File: config.mk
export PLATFORM = sky130hd
export DESIGN_NAME = delta_mod_audio_decoder
export DESIGN_NICKNAME = d
export VERILOG_FILES = /design/src/hdl/dmad_pkg.sv /design/src/hdl/dmad_front.sv /design/src/hdl/dmad_queue.sv /design/src/hdl/dmad_back.sv /design/src/hdl/delta_mod_audio_decoder.sv
export SDC_FILE = /design/constraint.sdc
export NUM_CORES = 1
export LEC_CHECK = 0
export BUFFER_PORTS_ARGS = -buffer_cell sky130_fd_sc_hd__buf_2
export CORE_ASPECT_RATIO = 1.5
export CORE_MARGIN = 10
export CORE_UTILIZATION = 25
export CTS_CLUSTER_DIAMETER = 200
export DETAILED_ROUTE_END_ITERATION = 10
export SLEW_MARGIN = 15
export SYNTH_ARGS = -nofsm -noshare
export SYNTH_HDL_FRONTEND = slang
export SYNTH_HIERARCHICAL = 1
export SYNTH_SLANG_ARGS = --single-unit
File: constraint.sdc
create_clock -name clock -period 18.5 [get_ports clock]
set_input_delay 3.7 -clock clock [delete_from_list [all_inputs] [get_ports clock]]
set_output_delay 3.7 -clock clock [all_outputs]
set_load 0.03 [all_outputs]
File: src/hdl/dmad_pkg.sv
// Shared types, codes and the step table function of the delta-modulation decoder.
package dmad_pkg;

   typedef enum logic [1:0] {
      OP_LOAD    = 2'd0,
      OP_SQUELCH = 2'd1,
      OP_DATA    = 2'd2
   } op_type;

   localparam logic [1:0] RES_NONE = 2'd0;
   localparam logic [1:0] RES_1BIT = 2'd1;
   localparam logic [1:0] RES_2BIT = 2'd2;
   localparam logic [1:0] RES_4BIT = 2'd3;

   localparam logic [3:0] CODE_UP_ONE   = 4'd8;
   localparam logic [3:0] CODE_DOWN_ONE = 4'd7;
   localparam logic [3:0] CODE_2BIT_OFS = 4'd6;

   localparam logic [2:0] CSR_ADDR_RUN = 3'd0;

   typedef struct packed {
      op_type     op;
      logic [7:0] data;
      logic [1:0] res;
      logic [3:0] mult;
   } cmd_type;

   function automatic logic signed [8:0] step_value(logic [3:0] code, logic [3:0] mult);
      logic [4:0] k;
      logic [3:0] mag;
      logic [8:0] prod;
      k    = {1'b0, mult} + 5'd1;
      mag  = code[3] ? (code - 4'd7) : (4'd8 - code);
      prod = {5'b0, mag} * {4'b0, k};
      if (!code[3]) begin
         return -signed'(prod);
      end else if (mult == 4'hF && code == 4'hF) begin
         return 9'sd127;
      end else begin
         return signed'(prod);
      end
   endfunction

endpackage

File: src/hdl/dmad_front.sv
// Front end: takes code bytes, tracks the delta run and queues sample commands.
module dmad_front (
   input  logic              clock,
   input  logic              reset,
   input  logic              req_valid,
   output logic              req_stall,
   input  logic [7:0]        req_code_byte,
   input  logic              req_frame_start,
   input  logic [7:0]        run_samples,
   input  logic              q_full,
   output logic              q_push,
   output dmad_pkg::cmd_type q_cmd
);
   import dmad_pkg::*;

   logic [6:0] left_ff, left_in;
   logic [1:0] res_ff, res_in;
   logic [3:0] mult_ff, mult_in;
   logic       accept;

   assign req_stall = q_full;
   assign accept    = req_valid && !q_full;

   always_comb begin
      left_in = left_ff;
      res_in  = res_ff;
      mult_in = mult_ff;
      q_push  = 1'b0;
      q_cmd   = '{op: OP_LOAD, data: req_code_byte, res: res_ff, mult: mult_ff};
      if (accept) begin
         if (req_frame_start) begin
            left_in = '0;
            q_push  = 1'b1;
         end else if (left_ff != '0) begin
            left_in   = left_ff - 7'd1;
            q_cmd.op  = OP_DATA;
            q_push    = (res_ff != RES_NONE);
         end else if (req_code_byte[7]) begin
            q_cmd.data = {req_code_byte[6:0], 1'b0};
            q_push     = 1'b1;
         end else if (req_code_byte[6]) begin
            q_cmd.op = OP_SQUELCH;
            q_push   = (req_code_byte[5:0] != '0);
         end else begin
            mult_in = req_code_byte[3:0];
            res_in  = req_code_byte[5:4];
            unique case (req_code_byte[5:4])
               RES_1BIT: left_in = {2'b0, run_samples[7:3]};
               RES_2BIT: left_in = {1'b0, run_samples[7:2]};
               RES_4BIT: left_in = run_samples[7:1];
               default:  left_in = '0;
            endcase
         end
      end
   end

   always_ff @(posedge clock) begin
      if (reset) begin
         left_ff <= '0;
         res_ff  <= '0;
         mult_ff <= '0;
      end else begin
         left_ff <= left_in;
         res_ff  <= res_in;
         mult_ff <= mult_in;
      end
   end

endmodule

File: src/hdl/dmad_queue.sv
// Short command queue between front end and sample generator.
module dmad_queue #(
   parameter int DEPTH = 2
) (
   input  logic              clock,
   input  logic              reset,
   input  logic              push,
   input  dmad_pkg::cmd_type push_cmd,
   output logic              full,
   input  logic              pop,
   output logic              head_valid,
   output dmad_pkg::cmd_type head_cmd
);
   import dmad_pkg::*;

   localparam int PTR_W = $clog2(DEPTH);
   localparam int CNT_W = $clog2(DEPTH + 1);

   cmd_type            mem_ff [DEPTH];
   logic [PTR_W-1:0]   wr_ptr_ff, wr_ptr_in;
   logic [PTR_W-1:0]   rd_ptr_ff, rd_ptr_in;
   logic [CNT_W-1:0]   count_ff, count_in;
   logic               do_pop;

   assign full       = (count_ff == CNT_W'(DEPTH));
   assign head_valid = (count_ff != '0);
   assign head_cmd   = mem_ff[rd_ptr_ff];
   assign do_pop     = pop && head_valid;

   always_comb begin
      wr_ptr_in = wr_ptr_ff;
      rd_ptr_in = rd_ptr_ff;
      count_in  = count_ff;
      if (push) begin
         wr_ptr_in = (wr_ptr_ff == PTR_W'(DEPTH - 1)) ? '0 : wr_ptr_ff + 1'b1;
      end
      if (do_pop) begin
         rd_ptr_in = (rd_ptr_ff == PTR_W'(DEPTH - 1)) ? '0 : rd_ptr_ff + 1'b1;
      end
      if (push && !do_pop) begin
         count_in = count_ff + 1'b1;
      end else if (do_pop && !push) begin
         count_in = count_ff - 1'b1;
      end
   end

   always_ff @(posedge clock) begin
      if (push) begin
         mem_ff[wr_ptr_ff] <= push_cmd;
      end
   end

   always_ff @(posedge clock) begin
      if (reset) begin
         wr_ptr_ff <= '0;
         rd_ptr_ff <= '0;
         count_ff  <= '0;
      end else begin
         wr_ptr_ff <= wr_ptr_in;
         rd_ptr_ff <= rd_ptr_in;
         count_ff  <= count_in;
      end
   end

endmodule

File: src/hdl/dmad_back.sv
// Back end: runs queued commands, one sample per cycle while the output is not stalled, into the output register.
module dmad_back (
   input  logic              clock,
   input  logic              reset,
   input  logic              q_valid,
   input  dmad_pkg::cmd_type q_cmd,
   output logic              q_pop,
   output logic              rsp_valid,
   input  logic              rsp_stall,
   output logic [7:0]        rsp_sample,
   output logic              rsp_last
);
   import dmad_pkg::*;

   cmd_type            cur_ff, cur_in;
   logic               busy_ff, busy_in;
   logic [5:0]         idx_ff, idx_in;
   logic [7:0]         level_ff, level_in;
   logic               rsp_valid_ff, rsp_valid_in;
   logic [7:0]         rsp_sample_ff, rsp_sample_in;
   logic               rsp_last_ff, rsp_last_in;

   logic               out_free;
   logic               fire;
   logic               is_last;
   logic [5:0]         n_steps;
   logic [1:0]         pair;
   logic [3:0]         code;
   logic signed [8:0]  delta;
   logic signed [9:0]  sum;
   logic [7:0]         stepped;
   logic [7:0]         sample_new;

   assign out_free = !rsp_valid_ff || !rsp_stall;
   assign fire     = busy_ff && out_free;
   assign is_last  = (idx_ff == n_steps - 6'd1);
   assign q_pop    = q_valid && (!busy_ff || (fire && is_last));

   always_comb begin
      unique case (cur_ff.op)
         OP_SQUELCH: n_steps = cur_ff.data[5:0];
         OP_DATA: begin
            unique case (cur_ff.res)
               RES_1BIT: n_steps = 6'd8;
               RES_2BIT: n_steps = 6'd4;
               default:  n_steps = 6'd2;
            endcase
         end
         default:    n_steps = 6'd1;
      endcase
   end

   always_comb begin
      case (idx_ff[1:0])
         2'd0:    pair = cur_ff.data[7:6];
         2'd1:    pair = cur_ff.data[5:4];
         2'd2:    pair = cur_ff.data[3:2];
         default: pair = cur_ff.data[1:0];
      endcase
      case (cur_ff.res)
         RES_1BIT: code = cur_ff.data[~idx_ff[2:0]] ? CODE_UP_ONE : CODE_DOWN_ONE;
         RES_2BIT: code = {2'b0, pair} + CODE_2BIT_OFS;
         default:  code = idx_ff[0] ? cur_ff.data[3:0] : cur_ff.data[7:4];
      endcase
      delta = step_value(code, cur_ff.mult);
      sum   = signed'({2'b00, level_ff}) + {delta[8], delta};
      if (sum[9]) begin
         stepped = 8'd0;
      end else if (sum[8]) begin
         stepped = 8'hFF;
      end else begin
         stepped = sum[7:0];
      end
      unique case (cur_ff.op)
         OP_LOAD:    sample_new = cur_ff.data;
         OP_SQUELCH: sample_new = level_ff;
         default:    sample_new = stepped;
      endcase
   end

   always_comb begin
      cur_in        = cur_ff;
      busy_in       = busy_ff;
      idx_in        = idx_ff;
      level_in      = level_ff;
      rsp_valid_in  = rsp_valid_ff;
      rsp_sample_in = rsp_sample_ff;
      rsp_last_in   = rsp_last_ff;
      if (q_pop) begin
         cur_in  = q_cmd;
         busy_in = 1'b1;
         idx_in  = '0;
      end else if (fire && is_last) begin
         busy_in = 1'b0;
      end else if (fire) begin
         idx_in = idx_ff + 6'd1;
      end
      if (fire) begin
         level_in      = sample_new;
         rsp_valid_in  = 1'b1;
         rsp_sample_in = sample_new;
         rsp_last_in   = is_last;
      end else if (!rsp_stall) begin
         rsp_valid_in = 1'b0;
      end
   end

   always_ff @(posedge clock) begin
      cur_ff        <= cur_in;
      idx_ff        <= idx_in;
      rsp_sample_ff <= rsp_sample_in;
      rsp_last_ff   <= rsp_last_in;
   end

   always_ff @(posedge clock) begin
      if (reset) begin
         busy_ff      <= 1'b0;
         level_ff     <= '0;
         rsp_valid_ff <= 1'b0;
      end else begin
         busy_ff      <= busy_in;
         level_ff     <= level_in;
         rsp_valid_ff <= rsp_valid_in;
      end
   end

   assign rsp_valid  = rsp_valid_ff;
   assign rsp_sample = rsp_sample_ff;
   assign rsp_last   = rsp_last_ff;

endmodule

File: src/hdl/delta_mod_audio_decoder.sv
// Top level of the delta-modulation speech decoder.
//
// req_ channel: one compressed byte per item, with req_frame_start marking the
// raw initial sample of a frame. rsp_ channel: decoded unsigned 8-bit samples,
// rsp_last high on the final sample caused by an input item.
// APB port: register 0 (byte address 0) holds delta_run_samples; it is read
// when a delta command byte is taken and sets the data byte count of the run.
// A front end classifies each item combinationally and queues a command; the back
// end emits one sample per cycle from its output register while rsp_stall allows.
// When the queue is empty, an item's first sample passes through the queue, the
// back end's command register and its output register. An item yields 8 samples
// for a 1-bit data byte, 4 for 2-bit, 2 for 4-bit, the count for a squelch and 1
// for start or resync; items yielding nothing are not queued. The back end's single
// sample-per-cycle output sets the rate; the queue lets the front end run
// ahead by QUEUE_DEPTH queued commands, after which req_stall rises.
// Reset clears the level, the run state, the register and the queue.
// While rsp_stall is high with an output item valid, the item holds and the back end waits.
module delta_mod_audio_decoder #(
   parameter int QUEUE_DEPTH = 2
) (
   input  logic        clock,
   input  logic        reset,
   input  logic        req_valid,
   output logic        req_stall,
   input  logic [7:0]  req_code_byte,
   input  logic        req_frame_start,
   output logic        rsp_valid,
   input  logic        rsp_stall,
   output logic [7:0]  rsp_sample,
   output logic        rsp_last,
   input  logic        psel,
   input  logic        penable,
   input  logic        pwrite,
   input  logic [2:0]  paddr,
   input  logic [31:0] pwdata,
   output logic [31:0] prdata,
   output logic        pready
);
   import dmad_pkg::*;

   logic [7:0] run_samples_ff, run_samples_in;
   logic       q_full;
   logic       q_push;
   cmd_type    push_cmd;
   logic       q_pop;
   logic       head_valid;
   cmd_type    head_cmd;

   assign pready = 1'b1;
   assign prdata = (paddr[2] == CSR_ADDR_RUN[2]) ? {24'b0, run_samples_ff} : 32'b0;

   always_comb begin
      run_samples_in = run_samples_ff;
      if (psel && penable && pwrite && paddr[2] == CSR_ADDR_RUN[2]) begin
         run_samples_in = pwdata[7:0];
      end
   end

   always_ff @(posedge clock) begin
      if (reset) begin
         run_samples_ff <= '0;
      end else begin
         run_samples_ff <= run_samples_in;
      end
   end

   dmad_front u_front (
      .clock           (clock),
      .reset           (reset),
      .req_valid       (req_valid),
      .req_stall       (req_stall),
      .req_code_byte   (req_code_byte),
      .req_frame_start (req_frame_start),
      .run_samples     (run_samples_ff),
      .q_full          (q_full),
      .q_push          (q_push),
      .q_cmd           (push_cmd)
   );

   dmad_queue #(
      .DEPTH (QUEUE_DEPTH)
   ) u_queue (
      .clock      (clock),
      .reset      (reset),
      .push       (q_push),
      .push_cmd   (push_cmd),
      .full       (q_full),
      .pop        (q_pop),
      .head_valid (head_valid),
      .head_cmd   (head_cmd)
   );

   dmad_back u_back (
      .clock      (clock),
      .reset      (reset),
      .q_valid    (head_valid),
      .q_cmd      (head_cmd),
      .q_pop      (q_pop),
      .rsp_valid  (rsp_valid),
      .rsp_stall  (rsp_stall),
      .rsp_sample (rsp_sample),
      .rsp_last   (rsp_last)
   );

endmodule

-- After elaboration in Yosys (flattened, before gate mapping)
Memories as Yosys holds them, arrays and structs flattened. A register that Yosys moved wholly into a read port is not among the register bits.
Index checks and enable logic that the tools add are counted.
- $add $sub $neg: 13
- $mul: 1
- order comparisons: 1
- equality and inequality tests: 16
- mux-type cells: 42
- bitwise logic cells: 7
- reductions and logical operators: 30
- operator list (kind ; number):
    $mux 8 ; 5
    $mux 7 ; 4
    $pmux 7 s3 ; 1
    $mux 10 ; 2
    $mux 9 ; 2
    $pmux 4 s2 ; 2
    $pmux 8 s2 ; 1
    $mux 1 ; 15
    $eq 2x2->1 const B ; 6
    $mux 4 ; 3
    $pmux 6 s2 ; 1
    $logic_and 1x1->1 ; 11
    $add 9x9->10 ; 1
    $mul 4x5->9 ; 1
    $neg 9->9 ; 1
    $eq 2x1->1 const B ; 4
    $eq 4x4->1 const B ; 2
    $mux 2 ; 4
    $reduce_bool 2->1 ; 4
    $reduce_bool 7->1 ; 1
    $sub 7x1->7 const B ; 1
    $add 6x1->6 const B ; 1
    $eq 6x6->1 ; 1
    $logic_not 1->1 ; 6
    21 further kinds ; 30
- flip-flop bits (word level): 50
- memory bits (writable): 32
- input port bits: 51
- output and inout port bits: 44
- logic and storage cells: 124
- memories kept: 1
- memories (name ; words ; bits a word ; rd ports ; clocked after Yosys merged registers in ; wr ports ; RTL line ; RTL):
    u_queue.mem_ff ; 2 ; 16 ; 1 ; 1 ; 1 ; dmad_queue.sv:19 ; cmd_type mem_ff [DEPTH];

-- Depth between registers and ports, before layout
Gate-level depths: netlist of the first run.
- depth in word-level cells: 14
- mapped depth: 33
- mapped depth without buffers: 31

-- Cells and area by module
Netlist of the first run, hierarchy kept.
- modules (own cells, without submodules) (module ; times used ; cells each ; area an instance (um2) ; sequential area each (um2)):
    dmad_back ; 1 ; 427 ; 3937.5 ; 1071.0
    dmad_queue ; 1 ; 72 ; 1365.1 ; 1061.0
    dmad_front ; 1 ; 125 ; 1103.6 ; 260.2
    delta_mod_audio_decoder ; 1 ; 70 ; 630.6 ; 160.2

-- Worst setup path after synthesis of the first run
Ideal clock, no wire load.
- path type: input-to-output
- start point: input paddr[2]
- end point: output prdata[0]
- data arrival time: 3.982 ns
- data required time: 14.800 ns
- setup slack: 10.818 ns
- cell stages on the path: 1
- path buffers: 0
- path through: and2b_2
- longest elaborated chain between the ends: 1
- RTL lines (element ; RTL line ; RTL):
    start, declared ; delta_mod_audio_decoder.sv:34 ; input logic [2:0] paddr,
    $mux 8 ; delta_mod_audio_decoder.sv:50 ; assign prdata = (paddr[2] == CSR_ADDR_RUN[2]) ? {24'b0, run_samples_ff} : 32'b0;
    end, declared ; delta_mod_audio_decoder.sv:36 ; output logic [31:0] prdata,
No other way between the ends.

-- Worst setup path in the final report of the first run
- start point: register u_back.idx_ff[0]
- end point: register u_back.rsp_sample_ff[7], in the netlist u_back/rsp_sample[7], data pin
- longest elaborated chain between the ends: 14
- elaborated cells between the ends (all ways): 24
- classes of those cells: add/sub (5); mul (1); eq/ne (3); mux (12); bitwise (1); reduce/logical (2)
- RTL lines (element ; RTL line ; RTL):
    start, declared ; dmad_back.sv:17 ; logic [5:0] idx_ff, idx_in;
    start signal, assigned ; dmad_back.sv:110 ; idx_ff <= idx_in;
    parallel branches: the longest is 4 deep, another holds $add 2x3->4 ; n/a ;
    $pmux 4 s2 * ; dmad_back.sv:60 ; case (cur_ff.res)
    $sub 4x4->4 / $sub 4x3->4 (equally long branches) ; dmad_pkg.sv:33 ; mag = code[3] ? (code - 4'd7) : (4'd8 - code);
    $mux 4 ; dmad_pkg.sv:33 ;
    $mul 4x5->9 ; dmad_pkg.sv:34 ; prod = {5'b0, mag} * {4'b0, k};
    $neg 9->9 / $mux 9 (equally long branches) ; dmad_pkg.sv:36, dmad_pkg.sv:37 ;
    $mux 9 * ; dmad_pkg.sv:35 ; if (!code[3]) begin
    $add 9x9->10 * ; dmad_back.sv:66 ; sum = signed'({2'b00, level_ff}) + {delta[8], delta};
    $mux 8 ; dmad_back.sv:69 ; end else if (sum[8]) begin
    $mux 8 * ; dmad_back.sv:67 ; if (sum[9]) begin
    $pmux 8 s2 * ; dmad_back.sv:74 ; unique case (cur_ff.op)
    named net u_back.sample_new[7] ; dmad_back.sv:32 ; logic [7:0] sample_new;
    end signal, assigned ; dmad_back.sv:111 ; rsp_sample_ff <= rsp_sample_in;
    end, declared ; dmad_back.sv:20 ; logic [7:0] rsp_sample_ff, rsp_sample_in;
Mark *: on every way through the listed nets, which the timed path passes. The select of a mux whose other input is x is not followed.
A chain may end at the register's enable or synchronous reset.

==> results of run 1 <==
flip-flops by register name, summed over array words and instances (netlist names), named ones only:
| name | count |
|---|---|
| u_back/idx_ff | 6 |
| u_back/cur_ff | 16 |
| u_queue/count_ff | 2 |
| u_front/left_ff | 7 |
| u_back/busy_ff | 1 |
| u_back/level_ff | 8 |
| u_queue/mem_ff | 32 |
| run_samples_ff | 8 |
| u_back/rsp_last | 1 |
| u_queue/rd_ptr_ff | 1 |
| u_back/rsp_valid | 1 |
| u_back/rsp_sample | 8 |
| u_queue/wr_ptr_ff | 1 |
| u_front/res_ff | 2 |
| u_front/mult_ff | 4 |
cell usage after synthesis, drive strengths merged, types with 7 or more instances:
library cell   n  area (um^2)
a21oi         30          150
a22oi         36          275
and2          11         68.8
and2b         10         86.3
buf           41          307
clkbuf        16         60.1
dfxtp         42          841
edfxtp        57         1710
fa             7          140
ha            40          500
inv           33          124
mux2          30          364
mux2i         28          297
nand2         31          116
nand2b        26          163
nand3         13         77.6
nor2          39          146
nor2b         28          175
nor3b          7         52.6
o211ai         8         65.1
o21ai         22          114
or2           10         62.6
xnor2         11          104
xor2          11         96.3
how the worst min path moves through the flow:
stage	startpoint	endpoint	slack [ns]	depth (start not counted)
floorplan	u_front/mult_ff[0]	u_queue/mem_ff[0][0]	0.43	0
global placement	u_front/mult_ff[2]	u_queue/mem_ff[0][2]	0.44	0
detailed placement	u_front/mult_ff[3]	u_queue/mem_ff[1][3]	0.45	0
CTS	u_front/mult_ff[3]	u_queue/mem_ff[0][3]	0.46	0
global route	u_front/mult_ff[3]	u_queue/mem_ff[0][3]	0.49	0
finish	u_front/mult_ff[3]	u_queue/mem_ff[0][3]	0.46	0
cell families (layout without fill, tap and decap cells):
family / Yosys count / in the layout / share of synthesized area [%]
xor gates and xnor gates: 22 / 22 / 2.84
DFF: 99 / 99 / 36.3
buffers and inverters: 90 / 94 / 6.97
muxes: 60 / 60 / 10.0
AOI/OAI and AO/OA: 169 / 169 / 18.1
adders and majority gates: 47 / 47 / 9.10
other: 2 / 25 / 0.107
and+or+nand+nor: 205 / 205 / 16.6
layout make-up:
cell class                      instances  area [um^2]
Clock buffer                           11          254
Inverter                               33          124
Fill cell                            2880        20100
Clock inverter                          5         60.1
Sequential cell                        99         2550
Multi-Input combinational cell        528         4080
Tap cell                              346          433
Timing Repair Buffer                   45          230
through the flow:
| stage | cell area [um^2] | worst slack [ns] | std cells |
|---|---|---|---|
| 6_report | 7730 | 10.46 | 1067 |
| 3_3_place_gp | 7420 | 10.57 | 1051 |
| 5_1_grt | 7730 | 9.88 | 1067 |
| 3_5_place_dp | 7420 | 10.55 | 1051 |
| 4_1_cts | 7730 | 10.54 | 1067 |
| 2_1_floorplan | 7120 | 10.82 | 717 |
metal layers:
| metal | GRT usage (%) | up-vias |
|---|---|---|
| met2 | 15.9 | 97 |
| met3 | 2.12 | 15 |
| li1 | - | 2546 |
| met4 | 2.75 | 0 |
| met1 | 9.65 | 2438 |
| met5 | 0 | - |
==> results.py, run 1 <==
metrics = {
    "clock_network": {
        "cts_sinks": 99,
        "path_clk_slew_ns": 0.07,
        "cts_hold_buffers": 0,
        "htree_levels": 3,
        "cts_buffers": 9,
        "cts_root_buf": "clkbuf_16",
        "cts_buffer_depth": 2,
        "cts_tree": "yes",
        "ctsResizeCount": 0,
        "clk_latency_ns": 0.35,
        "cts_setup_buffers": 0,
    },
    "placed_design": {
        "dpl.hpwl_mm": 11.5,
        "portBuffers": 43,
        "place_congestion": 0.818,
    },
    "drt": {
        "drtAntennaViolNets": 0,
        "drcViolationCount": 0,
        "viasPerCell": 4.78,
        "drt_pass1_iterations": 5,
        "routed-wl-met2_mm": 8.15,
        "wl_mm": 15.3,
        "wl_met1_mm": 6.41,
        "top_layer": "met4",
        "drt_iter0_drc": 415,
        "routed_wire_length_per_instance_um": 14.4,
        "vias": 5096,
        "wl_met3_um": 588,
    },
    "floorplan": {
        "die_area_um2": 35400,
        "pin_count": 95,
        "coreArea_um2": 27900,
        "fp.dieW_um": 157,
        "die_h_um": 225,
        "start_util_pct": 25.2,
        "fp-row-count": 75,
    },
    "sta": {
        "fin_crit_sh_pct": 43.5,
        "max_slew_margin_pct": 43.6,
        "fin_skew_ns": 0.00397,
        "finalHoldViolCount": 0,
        "timing.hold.ws_ns": 0.460,
        "worst_slew_pin_slew_ns": 0.846,
        "rsz0062_at_grt": "no",
        "min_period_ns": 8.04,
        "final.setup.tns_ns": 0,
        "fmax_ghz": 0.124,
        "report.final.slew_viol_count": 0,
        "setup_viol": 0,
    },
    "global_route": {
        "first_global_vias": 5159,
        "grt_max_degree": 49,
        "overflow": 0,
        "track_usage_pct": 8.72,
        "grt_pass1_wl_mm": 25.5,
        "antenna_found_initial": 1,
    },
    "setup_path": {
        "crit_start": "u_back/idx_ff[0]",
        "crit_path_max_fanout": 9,
        "cpPeakStageDelay_ns": 0.60,
        "reg2reg_depth": 29,
        "crit_slowest_cell": "dfxtp_1",
        "worstSetupEndpoint": "u_back/rsp_sample[7]",
        "worstSetupPathType": "register to register",
        "cp_num_buf_inv": 3,
        "path_depth": 29,
        "cp.required_ns": 18.54,
        "end_kind": "register",
        "regToRegStartpoint": "u_back/idx_ff[0]",
        "crit_top_cell": "ha_1",
        "r2r-end": "u_back/rsp_sample[7]",
        "critPathTopFamily": "compound AO/OA/AOI/OAI gates",
        "arrival_ns": 8.08,
        "startpoint_type": "register",
        "r2r_setup_slack_ns": 10.46,
    },
    "final_layout": {
        "final_util_pct": 27.7,
        "layout_commonest_cell": "edfxtp_1",
        "nets": 814,
        "diodes": 0,
        "area_delta_synth_final_pct": 9.90,
        "final_cell_mix": "edfxtp_1, buf_2, dfxtp_1",
        "layout-drive-gt1-share_pct": 17.8,
    },
    "logic_synthesis": {
        "ys_seq_elements": 99,
        "syn_inst": 694,
        "yosysUniqueCellTypes": 84,
        "ys_seq_area_share_pct": 36.3,
        "syn_avg_cell_area_um2": 10.1,
        "synth_ff_type": "edfxtp_1",
        "async_flop_share_pct": 0,
        "synth_warnings": 6,
        "synth_edf_count": 57,
        "syn_area_um2": 7040,
    },
    "hold_path": {
        "hold_class": "register to register",
    },
    "job": {
        "max_cap_violations": 0,
    },
    "run_status": {
        "status": "finished clean",
    },
}
Power of run 1 is left out: the tool's default activity adds up to more than one toggle a clock period on the data nets, which glitch-free logic cannot reach.
==> run 2: changes to the inputs <==
==> constraint.sdc (replaced) <==
create_clock -name clock -period 8.3 [get_ports clock]
set_input_delay 1.66 -clock clock [delete_from_list [all_inputs] [get_ports clock]]
set_output_delay 1.66 -clock clock [all_outputs]
set_load 0.03 [all_outputs]
==> run 2 against run 1 <==
Final cell count is 0.19% higher; critical path depth stayed put; hold slack better by 0.0051 ns; fmax is 6.0% higher; core utilization is 0.072 points higher; non-clock buffer count is 2 higher; global-route usage is 0.15 points higher; sequential share of layout area is 0.069 points lower; wire length is 1.6% higher; sequential cell count stayed put; largest cell class unchanged.
==> results.py, run 2 (same netlist as run 1, synthesis figures left out) <==
metrics = {
    "run_status": {
        "status": "finished clean",
    },
    "clock_network": {
        "cts_sinks": 99,
        "cts_buffers": 9,
        "cts_setup_buffers": 0,
        "cts_buffer_depth": 2,
        "cts_root_buf": "clkbuf_16",
        "htree_levels": 3,
        "clk_latency_ns": 0.35,
        "cts_tree": "yes",
        "path_clk_slew_ns": 0.08,
    },
    "sta": {
        "fin_crit_sh_pct": 91.4,
        "rsz0062_at_grt": "no",
        "fmax_ghz": 0.132,
        "setup_viol": 0,
        "fin_skew_ns": 0.00929,
        "min_period_ns": 7.59,
        "final.setup.tns_ns": 0,
        "report.final.slew_viol_count": 0,
        "worst_slew_pin_slew_ns": 0.825,
        "finalHoldViolCount": 0,
        "max_slew_margin_pct": 45.0,
    },
    "setup_path": {
        "crit_path_max_fanout": 11,
        "arrival_ns": 7.68,
        "worstSetupPathType": "register to register",
        "crit_top_cell": "ha_1",
        "cp.required_ns": 8.39,
        "r2r-end": "u_back/rsp_sample[7]",
        "startpoint_type": "register",
        "regToRegStartpoint": "u_back/idx_ff[2]",
        "reg2reg_depth": 29,
        "end_kind": "register",
        "crit_slowest_cell": "fa_1",
        "worstSetupEndpoint": "u_back/rsp_sample[7]",
        "r2r_setup_slack_ns": 0.71,
        "crit_start": "u_back/idx_ff[2]",
        "cpPeakStageDelay_ns": 0.61,
    },
    "placed_design": {
        "dpl.hpwl_mm": 11.8,
        "portBuffers": 43,
        "place_congestion": 0.839,
    },
    "drt": {
        "drt_iter0_drc": 330,
        "drcViolationCount": 0,
        "drt_pass1_iterations": 4,
        "wl_mm": 15.6,
        "vias": 5138,
        "drtAntennaViolNets": 0,
        "routed_wire_length_per_instance_um": 14.6,
        "viasPerCell": 4.81,
    },
    "final_layout": {
        "regMostFlops": "u_queue/mem_ff",
        "final_cell_mix": "edfxtp_1, buf_2, dfxtp_1",
        "diodes": 0,
        "nets": 816,
        "largest_reg_flops": 32,
        "layout-drive-gt1-share_pct": 18.3,
        "area_delta_synth_final_pct": 10.2,
        "layout_commonest_cell": "edfxtp_1",
        "top_regs": "u_queue/mem_ff (32), u_back/cur_ff (16)",
    },
    "global_route": {
        "first_global_vias": 5251,
        "track_usage_pct": 8.87,
        "grt_pass1_wl_mm": 26.0,
        "grt_max_degree": 49,
        "overflow": 0,
        "antenna_found_initial": 0,
    },
    "job": {
        "max_cap_violations": 0,
    },
    "floorplan": {
        "fp.dieW_um": 157,
        "pin_count": 95,
        "die_h_um": 225,
        "fp-row-count": 75,
        "coreArea_um2": 27900,
        "die_area_um2": 35400,
        "start_util_pct": 25.2,
    },
    "hold_path": {
        "hold_class": "register to register",
    },
}
[run 2: area by class of cell]
cell class	instances	area [um^2]
fill	2845	20100
inverter	33	124
clock inverter	6	67.6
timing repair buffer	47	245
clock buffer	10	250
tap	346	433
multi-input combinational	528	4080
sequential	99	2550
[run 2: metal layers]
metal  global-route usage, %  up-vias  part of all wire [%]
met1                    9.69     2453                    41
met5                       0        -                     0
met3                    1.70       18                   3.9
met2                    16.4      113                    54
li1                        -     2554                     -
met4                    3.21        0                   1.8
[run 2: timing repair]
action / CTS / global route
setup endpoints to repair: 0 / 4
hold buffers: 0 / 0
endpoints found under the hold margin: 0 / 0
gates resized for setup: 0 / 1
[run 2: worst min path at each step]
stage / from / end / slack (ns) / depth (start not counted)
after floorplan: u_front/mult_ff[0] / u_queue/mem_ff[0][0] / 0.43 / 0
after detailed placement: u_front/mult_ff[2] / u_queue/mem_ff[0][2] / 0.45 / 0
after global routing: u_front/mult_ff[3] / u_queue/mem_ff[0][3] / 0.49 / 0
after global placement: u_front/mult_ff[2] / u_queue/mem_ff[0][2] / 0.44 / 0
final: u_front/mult_ff[3] / u_queue/mem_ff[1][3] / 0.46 / 0
after CTS: u_front/mult_ff[2] / u_queue/mem_ff[1][2] / 0.47 / 0
[run 2: worst max-delay path, delay by kind of cell, from the launching register on]
family | cells | cell delay [ns]
and+or+nand+nor | 7 | 0.94
muxes | 3 | 1.13
adders and majority gates | 5 | 1.91
buffers and inverters | 3 | 0.44
AOI/OAI and AO/OA | 9 | 1.58
xor gates and xnor gates | 2 | 0.76
DFF | 1 | 0.57
[run 2: stage by stage]
step | cell area, um^2 | utilization, % | setup slack [ns] | instances | hold slack (ns)
after global placement | 7430 | 26.7 | 0.699 | 1053 | 0.443
after detailed placement | 7430 | 26.7 | 0.595 | 1053 | 0.451
after global routing | 7750 | 27.8 | 0.101 | 1069 | 0.486
after floorplan | 7120 | - | 1.70 | 717 | 0.425
final | 7750 | 27.8 | 0.711 | 1069 | 0.465
after CTS | 7750 | 27.8 | 0.560 | 1069 | 0.470
Power of run 2 is left out for the same reason.
==> run 3: changes to the inputs <==
--- a/config.mk
+++ b/config.mk
@@ -9,6 +9,7 @@
 export CORE_ASPECT_RATIO = 1.5
 export CORE_MARGIN = 10
 export CORE_UTILIZATION = 25
+export CTS_BUF_LIST = sky130_fd_sc_hd__clkbuf_8
 export CTS_CLUSTER_DIAMETER = 200
 export DETAILED_ROUTE_END_ITERATION = 10
 export SLEW_MARGIN = 15
==> constraint.sdc (replaced) <==
create_clock -name clock -period 6.3 [get_ports clock]
set_input_delay 1.26 -clock clock [delete_from_list [all_inputs] [get_ports clock]]
set_output_delay 1.26 -clock clock [all_outputs]
set_load 0.03 [all_outputs]
==> run 3 against run 2 <==
The run now ends with negative setup slack left; global-route usage is 0.22 points higher; core utilization grew 2.2 points; first-iteration DRC count fell by 2.4%; sequential cell count is the same; clock-buffer cell count is 1 lower; hold slack better by 0.0087 ns; non-clock buffer count up 78; final cell count grew 7.3%.
==> results.py, run 3 (same netlist as run 1, synthesis figures left out) <==
metrics = {
    "sta": {
        "fin_skew_ns": 0.0163,
        "setup_ws_ns": -0.0168,
        "report.final.slew_viol_count": 0,
        "max_slew_margin_pct": 47.6,
        "finalHoldViolCount": 0,
        "fin_crit_sh_pct": 100,
        "worst_slew_pin_slew_ns": 0.785,
        "rsz0062_at_grt": "yes",
        "fmax_ghz": 0.158,
        "min_period_ns": 6.32,
        "setup_viol": 5,
    },
    "clock_network": {
        "cts_buffers": 9,
        "cts_buffer_depth": 2,
        "cts_root_buf": "clkbuf_8",
        "path_clk_slew_ns": 0.10,
        "clk_latency_ns": 0.38,
        "htree_levels": 3,
        "cts_hold_buffers": 0,
        "cts_sinks": 99,
        "cts_tree": "yes",
    },
    "setup_path": {
        "r2r-end": "u_back/rsp_sample[7]",
        "startpoint_type": "register",
        "crit_start": "u_back/idx_ff[1]",
        "r2r_setup_slack_ns": -0.02,
        "crit_slowest_cell": "fa_1",
        "end_kind": "register",
        "cp_num_buf_inv": 7,
        "reg2reg_depth": 31,
        "worstSetupPathType": "register to register",
        "cpPeakStageDelay_ns": 0.55,
        "arrival_ns": 6.43,
        "cp.required_ns": 6.42,
        "regToRegStartpoint": "u_back/idx_ff[1]",
        "critPathTopFamily": "compound AO/OA/AOI/OAI gates",
        "crit_top_cell": "buf_4",
        "crit_path_max_fanout": 12,
    },
    "floorplan": {
        "fp-row-count": 75,
        "pin_count": 95,
        "die_h_um": 225,
        "fp.dieW_um": 157,
        "coreArea_um2": 27900,
        "start_util_pct": 25.2,
        "die_area_um2": 35400,
    },
    "global_route": {
        "grt_max_degree": 49,
        "antenna_found_initial": 0,
        "overflow": 0,
        "first_global_vias": 5451,
        "track_usage_pct": 9.09,
        "grt_pass1_wl_mm": 26.5,
    },
    "drt": {
        "drt_pass1_iterations": 4,
        "drcViolationCount": 0,
        "vias": 5389,
        "drt_iter0_drc": 322,
        "wl_mm": 16.1,
        "routed_wire_length_per_instance_um": 14.1,
        "viasPerCell": 4.70,
        "drtAntennaViolNets": 0,
    },
    "final_layout": {
        "design_area_um2": 8380,
        "layout-drive-gt1-share_pct": 29.3,
        "layout_commonest_cell": "buf_4",
        "nets": 894,
        "final_cell_mix": "buf_4, edfxtp_1, buf_2",
        "area_delta_synth_final_pct": 19.0,
        "largest_reg_flops": 32,
        "regMostFlops": "u_queue/mem_ff",
        "top_regs": "u_queue/mem_ff (32), u_back/cur_ff (16)",
        "diodes": 0,
    },
    "hold_path": {
        "hold_path_depth": 2,
        "min_from": "run_samples_ff[0]",
        "hold_class": "register to register",
        "hold_end": "run_samples_ff[0]",
    },
    "run_status": {
        "violations": "negative setup slack",
        "status": "finished with violations",
    },
    "placed_design": {
        "dpl.hpwl_mm": 12.3,
        "place_congestion": 0.848,
        "portBuffers": 43,
        "dpl-instance-area_um2": 8020,
    },
    "job": {
        "max_cap_violations": 0,
    },
}
run 3: cell count changes in the layout (fill, tap and decap cells not counted), sizes merged:
cell    delta
buf       +78
clkinv     -1
inv        +2
clkbuf     -1
run 3: area by class of cell:
cell class / instances / area, um^2
clock buffer: 9 / 124
clock inverter: 7 / 48.8
fill: 2828 / 19500
inverter: 33 / 126
multi-input combinational: 528 / 4240
sequential: 99 / 2560
tap: 346 / 433
timing repair buffer: 125 / 847
run 3: worst reg2reg max path: cells and delay by family, from the launching register on:
kind,cells,cell delay [ns]
buf+inv,7,0.85
mux,1,0.28
xor+xnor,1,0.14
flops,1,0.38
compound gates,12,2.04
fa+ha+maj,6,1.89
simple gates,4,0.48
run 3: what timing repair did:
item                       CTS  global route
setup buffers                4             3
pin swaps                    8             2
setup endpoints to repair   16            16
resized for setup           17            13
run 3: per-layer routing:
metal  vias to the layer above  routed length, um  part of all wire, %  global-route usage, %
li1                       2706                  -                    -                      -
met1                      2576               6620                   41                   9.95
met2                        90               8720                   54                   16.9
met3                        17                579                  3.6                   2.02
met4                         0                211                  1.3                   2.63
met5                         -                  0                    0                      0
run 3: worst max-delay path by stage:
stage               slack [ns]  cells after the start              endpoint
detailed placement       -0.48                     30  u_back/rsp_sample[5]
CTS                     -0.009                     32    u_back/level_ff[1]
global placement         -0.37                     30  u_back/rsp_sample[7]
floorplan                0.005                     32  u_back/rsp_sample[1]
global route             -0.35                     25  u_back/rsp_sample[5]
finish                   -0.02                     31  u_back/rsp_sample[7]
run 3: stage by stage:
stage	utilization [%]	setup slack (ns)	hold WS [ns]	TNS [ns]	instances
after floorplan	-	0.00501	0.425	0	717
after global placement	28.8	-0.374	0.438	-5.36	1124
after detailed placement	28.8	-0.484	0.452	-7.18	1124
after CTS	29.8	-0.00887	0.477	-0.0143	1144
after global routing	30.1	-0.346	0.499	-5.13	1147
final	30.1	-0.0168	0.474	-0.0306	1147
Power of run 3 is left out for the same reason.
